**config.mk**
```make
export PLATFORM = sky130hd
export DESIGN_NAME = color_key_pixel_select_unit
export DESIGN_NICKNAME = d
export VERILOG_FILES = /design/src/rtl/ckps_pkg.sv /design/src/rtl/color_key_pixel_select_unit.sv
export SDC_FILE = /design/constraint.sdc
export NUM_CORES = 1
export LEC_CHECK = 0
export ABC_AREA = 1
export BUFFER_PORTS_ARGS = -buffer_cell sky130_fd_sc_hd__buf_2
export CORE_ASPECT_RATIO = 0.8
export CORE_UTILIZATION = 48
export DETAILED_ROUTE_END_ITERATION = 10
export HOLD_SLACK_MARGIN = 0.12
export PLACE_DENSITY = 0.63
export RECOVER_POWER = 25
export SLEW_MARGIN = 10
export SYNTH_ARGS = -nofsm -noshare
export SYNTH_HDL_FRONTEND = slang
export SYNTH_SLANG_ARGS = --single-unit
```
**constraint.sdc**
```tcl
create_clock -name clk -period 6.6 [get_ports clk]
set_clock_uncertainty 0.2 [all_clocks]
set_input_delay 0.33 -clock clk [delete_from_list [all_inputs] [get_ports clk]]
set_output_delay 0.33 -clock clk [all_outputs]
set_load 0.05 [all_outputs]
```
**src/rtl/ckps_pkg.sv**
```systemverilog
// shared types and constants for the color key pixel select block
package ckps_pkg;

	localparam int CHAN_W          = 8;
	localparam int COLOR_W         = 3 * CHAN_W;
	localparam int ENTRY_W         = 2 * COLOR_W + 2;
	localparam int ENTRY_SLOTS     = 4;
	localparam int BLOCKED_ENTRIES = 4;
	localparam int EIDX_W          = $clog2(ENTRY_SLOTS);
	localparam int CFG_IDX_W       = 3;

	// blocked entry layout
	localparam int ENT_LO_LSB  = 0;
	localparam int ENT_HI_LSB  = COLOR_W;
	localparam int ENT_SPILL   = 2 * COLOR_W;
	localparam int ENT_VALID   = 2 * COLOR_W + 1;

	// register indexes
	localparam logic [CFG_IDX_W-1:0] REG_KEY_COLOR   = 3'd0;
	localparam logic [CFG_IDX_W-1:0] REG_RANGE_BELOW = 3'd1;
	localparam logic [CFG_IDX_W-1:0] REG_RANGE_ABOVE = 3'd2;
	localparam logic [CFG_IDX_W-1:0] REG_GRAY_COLOR  = 3'd3;
	localparam logic [CFG_IDX_W-1:0] REG_BLOCKED_0   = 3'd4;
	localparam logic [CFG_IDX_W-1:0] REG_BLOCKED_1   = 3'd5;
	localparam logic [CFG_IDX_W-1:0] REG_BLOCKED_2   = 3'd6;
	localparam logic [CFG_IDX_W-1:0] REG_BLOCKED_3   = 3'd7;

	// register reset values
	localparam logic [COLOR_W-1:0] KEY_COLOR_RST   = 24'h000000;
	localparam logic [COLOR_W-1:0] RANGE_BELOW_RST = 24'h282828;
	localparam logic [COLOR_W-1:0] RANGE_ABOVE_RST = 24'h282828;
	localparam logic [COLOR_W-1:0] GRAY_COLOR_RST  = 24'h646464;

	typedef enum logic [1:0] {
		SRC_ORIG = 2'd0,
		SRC_FILT = 2'd1,
		SRC_GRAY = 2'd2
	} src_t;

	typedef struct packed {
		logic [CHAN_W-1:0] filt_r;
		logic [CHAN_W-1:0] filt_g;
		logic [CHAN_W-1:0] filt_b;
		logic [CHAN_W-1:0] orig_r;
		logic [CHAN_W-1:0] orig_g;
		logic [CHAN_W-1:0] orig_b;
	} pix_t;

	typedef struct packed {
		logic [1:0]        chosen_source;
		logic [CHAN_W-1:0] out_r;
		logic [CHAN_W-1:0] out_g;
		logic [CHAN_W-1:0] out_b;
	} res_t;

endpackage

```
**src/rtl/color_key_pixel_select_unit.sv**
```systemverilog
// color key pixel select: chroma key with range tolerance and blocked ranges
// an accepted pixel passes the compare, select and result registers before it shows on res
// throughput: one pixel per cycle while res is not stalled, the three register stages all advance together
// a stalled result holds the whole pipeline, nothing is dropped or repeated
// reset (arst_n low, asynchronous) empties the pipeline and loads register defaults
// configuration writes complete in the cycle they are offered
module color_key_pixel_select_unit
	import ckps_pkg::*;
(
	input  logic                 clk,
	input  logic                 arst_n,
	// pixel channel
	input  logic                 pix_valid,
	output logic                 pix_ready,
	input  pix_t                 pix,
	// result channel
	output logic                 res_valid,
	input  logic                 res_ready,
	output res_t                 res,
	// configuration write channel
	input  logic                 cfg_valid,
	output logic                 cfg_ready,
	input  logic [CFG_IDX_W-1:0] cfg_index,
	input  logic [ENTRY_W-1:0]   cfg_data
);

	// configuration registers
	logic [COLOR_W-1:0] key_color_q;
	logic [COLOR_W-1:0] range_below_q;
	logic [COLOR_W-1:0] range_above_q;
	logic [COLOR_W-1:0] gray_color_q;
	logic [ENTRY_W-1:0] entry_q [ENTRY_SLOTS];

	logic [CFG_IDX_W-1:0] ent_off;
	logic [EIDX_W-1:0]    ent_idx;

	assign cfg_ready = 1'b1;
	assign ent_off   = cfg_index - REG_BLOCKED_0;
	assign ent_idx   = ent_off[EIDX_W-1:0];

	always_ff @(posedge clk or negedge arst_n) begin
		if (!arst_n) begin
			key_color_q   <= KEY_COLOR_RST;
			range_below_q <= RANGE_BELOW_RST;
			range_above_q <= RANGE_ABOVE_RST;
			gray_color_q  <= GRAY_COLOR_RST;
			for (int e = 0; e < ENTRY_SLOTS; e++) begin
				entry_q[e] <= '0;
			end
		end else if (cfg_valid && cfg_ready) begin
			unique case (cfg_index)
				REG_KEY_COLOR:   key_color_q   <= cfg_data[COLOR_W-1:0];
				REG_RANGE_BELOW: range_below_q <= cfg_data[COLOR_W-1:0];
				REG_RANGE_ABOVE: range_above_q <= cfg_data[COLOR_W-1:0];
				REG_GRAY_COLOR:  gray_color_q  <= cfg_data[COLOR_W-1:0];
				REG_BLOCKED_0, REG_BLOCKED_1, REG_BLOCKED_2, REG_BLOCKED_3: begin
					entry_q[ent_idx] <= cfg_data;
				end
				default: ;
			endcase
		end
	end

	// whole pipeline moves when the output register is free or being drained
	logic advance;
	assign advance   = !res_valid || res_ready;
	assign pix_ready = advance;

	// ---------------------------------------------------------------
	// stage 1: per-channel compares for the key window and every blocked range
	// ---------------------------------------------------------------
	logic [CHAN_W-1:0] orig_ch [3];
	logic [2:0]        key_ok_c;
	logic [BLOCKED_ENTRIES-1:0] hit_c;

	assign orig_ch[0] = pix.orig_b;
	assign orig_ch[1] = pix.orig_g;
	assign orig_ch[2] = pix.orig_r;

	// key lies in [pix - above, pix + below] with both ends clamped to 0..255;
	// the clamps never change the outcome when done in nine bits
	always_comb begin
		for (int c = 0; c < 3; c++) begin
			key_ok_c[c] =
				({1'b0, key_color_q[CHAN_W*c +: CHAN_W]} <=
				 {1'b0, orig_ch[c]} + {1'b0, range_below_q[CHAN_W*c +: CHAN_W]}) &&
				({1'b0, key_color_q[CHAN_W*c +: CHAN_W]} +
				 {1'b0, range_above_q[CHAN_W*c +: CHAN_W]} >= {1'b0, orig_ch[c]});
		end
	end

	// a blocked range hits when valid and low <= pixel <= high on all channels
	always_comb begin
		for (int e = 0; e < BLOCKED_ENTRIES; e++) begin
			hit_c[e] = entry_q[e][ENT_VALID];
			for (int c = 0; c < 3; c++) begin
				if (orig_ch[c] < entry_q[e][ENT_LO_LSB + CHAN_W*c +: CHAN_W] ||
				    orig_ch[c] > entry_q[e][ENT_HI_LSB + CHAN_W*c +: CHAN_W]) begin
					hit_c[e] = 1'b0;
				end
			end
		end
	end

	logic                       valid_s1;
	pix_t                       pix_s1;
	logic [2:0]                 key_ok_s1;
	logic [BLOCKED_ENTRIES-1:0] hit_s1;

	always_ff @(posedge clk or negedge arst_n) begin
		if (!arst_n) begin
			valid_s1 <= 1'b0;
		end else if (advance) begin
			valid_s1 <= pix_valid;
		end
	end

	always_ff @(posedge clk) begin
		if (advance) begin
			pix_s1    <= pix;
			key_ok_s1 <= key_ok_c;
			hit_s1    <= hit_c;
		end
	end

	// ---------------------------------------------------------------
	// stage 2: first blocked match wins, key match beats everything
	// ---------------------------------------------------------------
	logic found_c;
	logic spill_c;
	src_t sel_c;

	always_comb begin
		found_c = 1'b0;
		spill_c = 1'b0;
		// walk from the back so the lowest index is the one left standing
		for (int e = BLOCKED_ENTRIES - 1; e >= 0; e--) begin
			if (hit_s1[e]) begin
				found_c = 1'b1;
				spill_c = entry_q[e][ENT_SPILL];
			end
		end
		if ((&key_ok_s1) || (found_c && !spill_c)) begin
			sel_c = SRC_FILT;
		end else if (found_c) begin
			sel_c = SRC_GRAY;
		end else begin
			sel_c = SRC_ORIG;
		end
	end

	logic valid_s2;
	pix_t pix_s2;
	src_t sel_s2;

	always_ff @(posedge clk or negedge arst_n) begin
		if (!arst_n) begin
			valid_s2 <= 1'b0;
		end else if (advance) begin
			valid_s2 <= valid_s1;
		end
	end

	always_ff @(posedge clk) begin
		if (advance) begin
			pix_s2 <= pix_s1;
			sel_s2 <= sel_c;
		end
	end

	// ---------------------------------------------------------------
	// stage 3: output select into the result register
	// ---------------------------------------------------------------
	res_t res_c;

	always_comb begin
		res_c.chosen_source = sel_s2;
		case (sel_s2)
			SRC_FILT: begin
				res_c.out_b = pix_s2.filt_b;
				res_c.out_g = pix_s2.filt_g;
				res_c.out_r = pix_s2.filt_r;
			end
			SRC_GRAY: begin
				res_c.out_b = gray_color_q[0 +: CHAN_W];
				res_c.out_g = gray_color_q[CHAN_W +: CHAN_W];
				res_c.out_r = gray_color_q[2*CHAN_W +: CHAN_W];
			end
			default: begin
				res_c.out_b = pix_s2.orig_b;
				res_c.out_g = pix_s2.orig_g;
				res_c.out_r = pix_s2.orig_r;
			end
		endcase
	end

	logic valid_s3;
	res_t res_s3;

	always_ff @(posedge clk or negedge arst_n) begin
		if (!arst_n) begin
			valid_s3 <= 1'b0;
		end else if (advance) begin
			valid_s3 <= valid_s2;
		end
	end

	always_ff @(posedge clk) begin
		if (advance) begin
			res_s3 <= res_c;
		end
	end

	assign res_valid = valid_s3;
	assign res       = res_s3;

`ifndef SYNTHESIS
	// a waiting result must freeze the input side
	assert property (@(posedge clk) disable iff (!arst_n)
		res_valid && !res_ready |-> !pix_ready)
		else $error("pixel accepted while result stalled");

	// an accepted pixel transaction always lands in stage one
	assert property (@(posedge clk) disable iff (!arst_n)
		pix_valid && pix_ready |=> valid_s1)
		else $error("accepted pixel lost at stage one");

	// stage two contents reach the output register when the pipe moves
	assert property (@(posedge clk) disable iff (!arst_n)
		advance && valid_s2 |=> res_valid)
		else $error("pixel lost between stage two and output");
`endif

endmodule
```
==> flow_summary.ini <==
[outcome]
run_status = finished, violations left
violations = DRC, capacitance limit, slew limit

[place]
dp_hpwl_mm = 37.9
port_buffers = 133
dp_worst_setup_slack_ps = 3570
gp_congestion = 0.860
dpl_cell_area_um2 = 24300

[sta]
final-max-slew-violation-count = 49
maxSlewHeadroom_pct = -23.3
post-route-min-period_ps = 3320
setup_ws_ps = 3280
max_freq_ghz = 0.301
hold_violations = 0
worstMarginPinSlew_ps = 1850
setup_violations = 0
rsz0062_at_grt = no
finalCritPeriodShare_pct = 50.3
setup_tns_ps = 0

[setup_path]
end_kind = flop
r2r_slack_ps = 3590
reg2reg_to = key_ok_s1[2]
rr_worst_depth = 19
cp-start-kind = primary input
reg2reg_from = key_color_q[16]
crit_arrival_ps = 3450
crit_type = primary input to flop
cp_max_fo = 12
required_ps = 6740

[route]
wl_mm = 53.8
ant_nets = 0
drt_iter0_drc = 1185
drt-vias-per-instance = 5.09
wl_per_cell_um = 15.9
drc = 20
drt_pass1_iterations = 9
via_count = 17285

[hold_path]
min_path_type = primary input to asynchronous set/reset pin

[finish]
num-nets-final = 3132
design_area_um2 = 26600
nFillCells = 4269
area_growth_pct = 15.5
post_route_cells_drive_above_1_share_pct = 7.07

[clocking]
post_cts_resized = 0
clkTransAtPathRegs_ps = 60
clk_path_buf_depth = 3
clk-insertion-delay-late_ps = 570
post_cts_buffers = 0
cts_root_buf = clkbuf_16
cts_buffers = 47
tritoncts = done
clock_sinks = 430
cts_max_level = 2

[global_route]
grt-ovfl-total = 0
grt_pass1_vias = 17190
grt_pass1_wl_mm = 88.9
grt_usage_pct = 22.9
grt_max_degree = 148
antenna_found_initial = 2

[floorplan]
ios = 135
core_um2 = 47200
die_area_um2 = 48900
dieHeight_um = 198
placementRows = 71
start_util_pct = 48.9
die_w_um = 247

[synthesis]
synth_mux_area_share_pct = 0.0488
ys_warn_count = 0
synth-simple-area-share_pct = 13.3
synth_compound_area_share_pct = 12.4
ys_types = 37
synth_top_area_cell = dfrtp_1
synth_xor_area_share_pct = 1.37
syn_inst = 2517
synth_fa_ha_area_share_pct = 15.6
syn_area_um2 = 23100
synthFlopType = dfrtp_1
synth_nets = 2907
synth.avg_cell_area_um2 = 9.16
yosysTopAreaCellShare_pct = 30.2
synth_commonest_cells = nand2_1, inv_1, o21ai_0, dfrtp_1, ha_1
synth_area_leaders = dfrtp_1, edfxtp_1, ha_1
synth-seq-cells = 430
synth_top_family_by_area = adder cells
yosysMostFrequentCell = nand2_1
ys_seq_area_share_pct = 49.6
async_reset_ff_share_pct = 69.5
synth-edff-count = 131

[pwr]
peakVddDrop_mv = 0.163
power.leakage_uw = 0.0132
powerDensity_nw_per_um2 = 337

[flow_run]
drv_cap = 1
## logic make-up (layout without fill, tap and decap cells)
kind of cell / after synthesis / in the layout
multiplexers: 1 / 1
other: 1 / 2
adder cells (fa/ha/maj): 284 / 284
buffers and inverters: 447 / 704
XOR/XNOR: 36 / 36
AO/OA/AOI/OAI: 538 / 538
flip-flops: 430 / 430
AND/OR/NAND/NOR: 780 / 780
## power by group
part           internal [uW]  switching (uW)  total [uW]
Clock                   1400            1050        2450
Sequential              3420             265        3680
Combinational           1030            1810        2840
## critical path, stage by stage
cell           delay [ps]
dlygate4sd3_1         540
clkbuf_1              740
ha_1                  380
nand3_1                80
nand2_1               110
nand2_1                90
nand2_1                50
a21oi_1               170
xor2_1                190
ha_1                  250
nand2_1                60
inv_1                  50
nand4_1                90
nand4_1                80
nor2_1                 90
nand2_1                60
nand2_1                60
inv_1                  30
## stage by stage
stage	total power (uW)	utilization, %	hold slack [ps]	cells
floorplan	5770	-	-166	2517
global placement	6440	51.5	195	3213
detailed placement	6540	51.5	201	3213
CTS	9080	56.6	143	3394
global route	9650	56.4	211	3395
finish	8970	56.4	162	3395
## layer usage
layer	up-vias	global-route usage (%)	share of wire, %
met3	58	3.09	4.7
met2	347	34.7	42
met5	-	0	0
met1	8182	34.7	52
li1	8698	-	-
met4	0	5.35	1.6
## worst max path at each step
stage / endpoint / depth (start not counted) / slack (ps) / startpoint
floorplan: valid_s1 / 2 / 1900 / res_valid
global placement: key_ok_s1[0] / 16 / 3590 / pix[0]
detailed placement: key_ok_s1[2] / 19 / 3570 / key_color_q[16]
CTS: key_ok_s1[2] / 19 / 3570 / key_color_q[16]
global route: key_ok_s1[2] / 18 / 3110 / pix[17]
finish: key_ok_s1[2] / 18 / 3280 / pix[17]
## placed cells by master, fill, tap and decap left out, types with 86 or more instances in the layout
cell and instances:
nand2_1 618, inv_1 375, o21ai_0 305, ha_1 278, dfrtp_1 278, a21oi_1 174, edfxtp_1 131, dlygate4sd3_1 100
nor2_1 88, buf_2 86
## sequential cells by signal (all words and copies together), names as in the netlist, 24 cells and up
signal,cells
range_below_q,24
res,26
key_color_q,24
entry_q,200
pix_s2,48
gray_color_q,24
range_above_q,24
pix_s1,48
## area by class of cell
class | count | area, um2 | area share, %
Antenna cell | 1 | 2.50 | 0.00940
Clock buffer | 61 | 1280 | 4.80
Timing Repair Buffer | 246 | 1730 | 6.51
Clock inverter | 20 | 133 | 0.498
Tap cell | 620 | 776 | 2.91
Multi-Input combinational cell | 1640 | 9840 | 37.0
Inverter | 377 | 1420 | 5.32
Sequential cell | 430 | 11400 | 43.0
## repair_timing
| item | 4_1_cts | 5_1_grt |
|---|---|---|
| hold buffers | 100 | 0 |
| hold endpoints to repair | 431 | 0 |
| setup endpoints to repair | 0 | 0 |
Power figures use the tool's default switching activity.
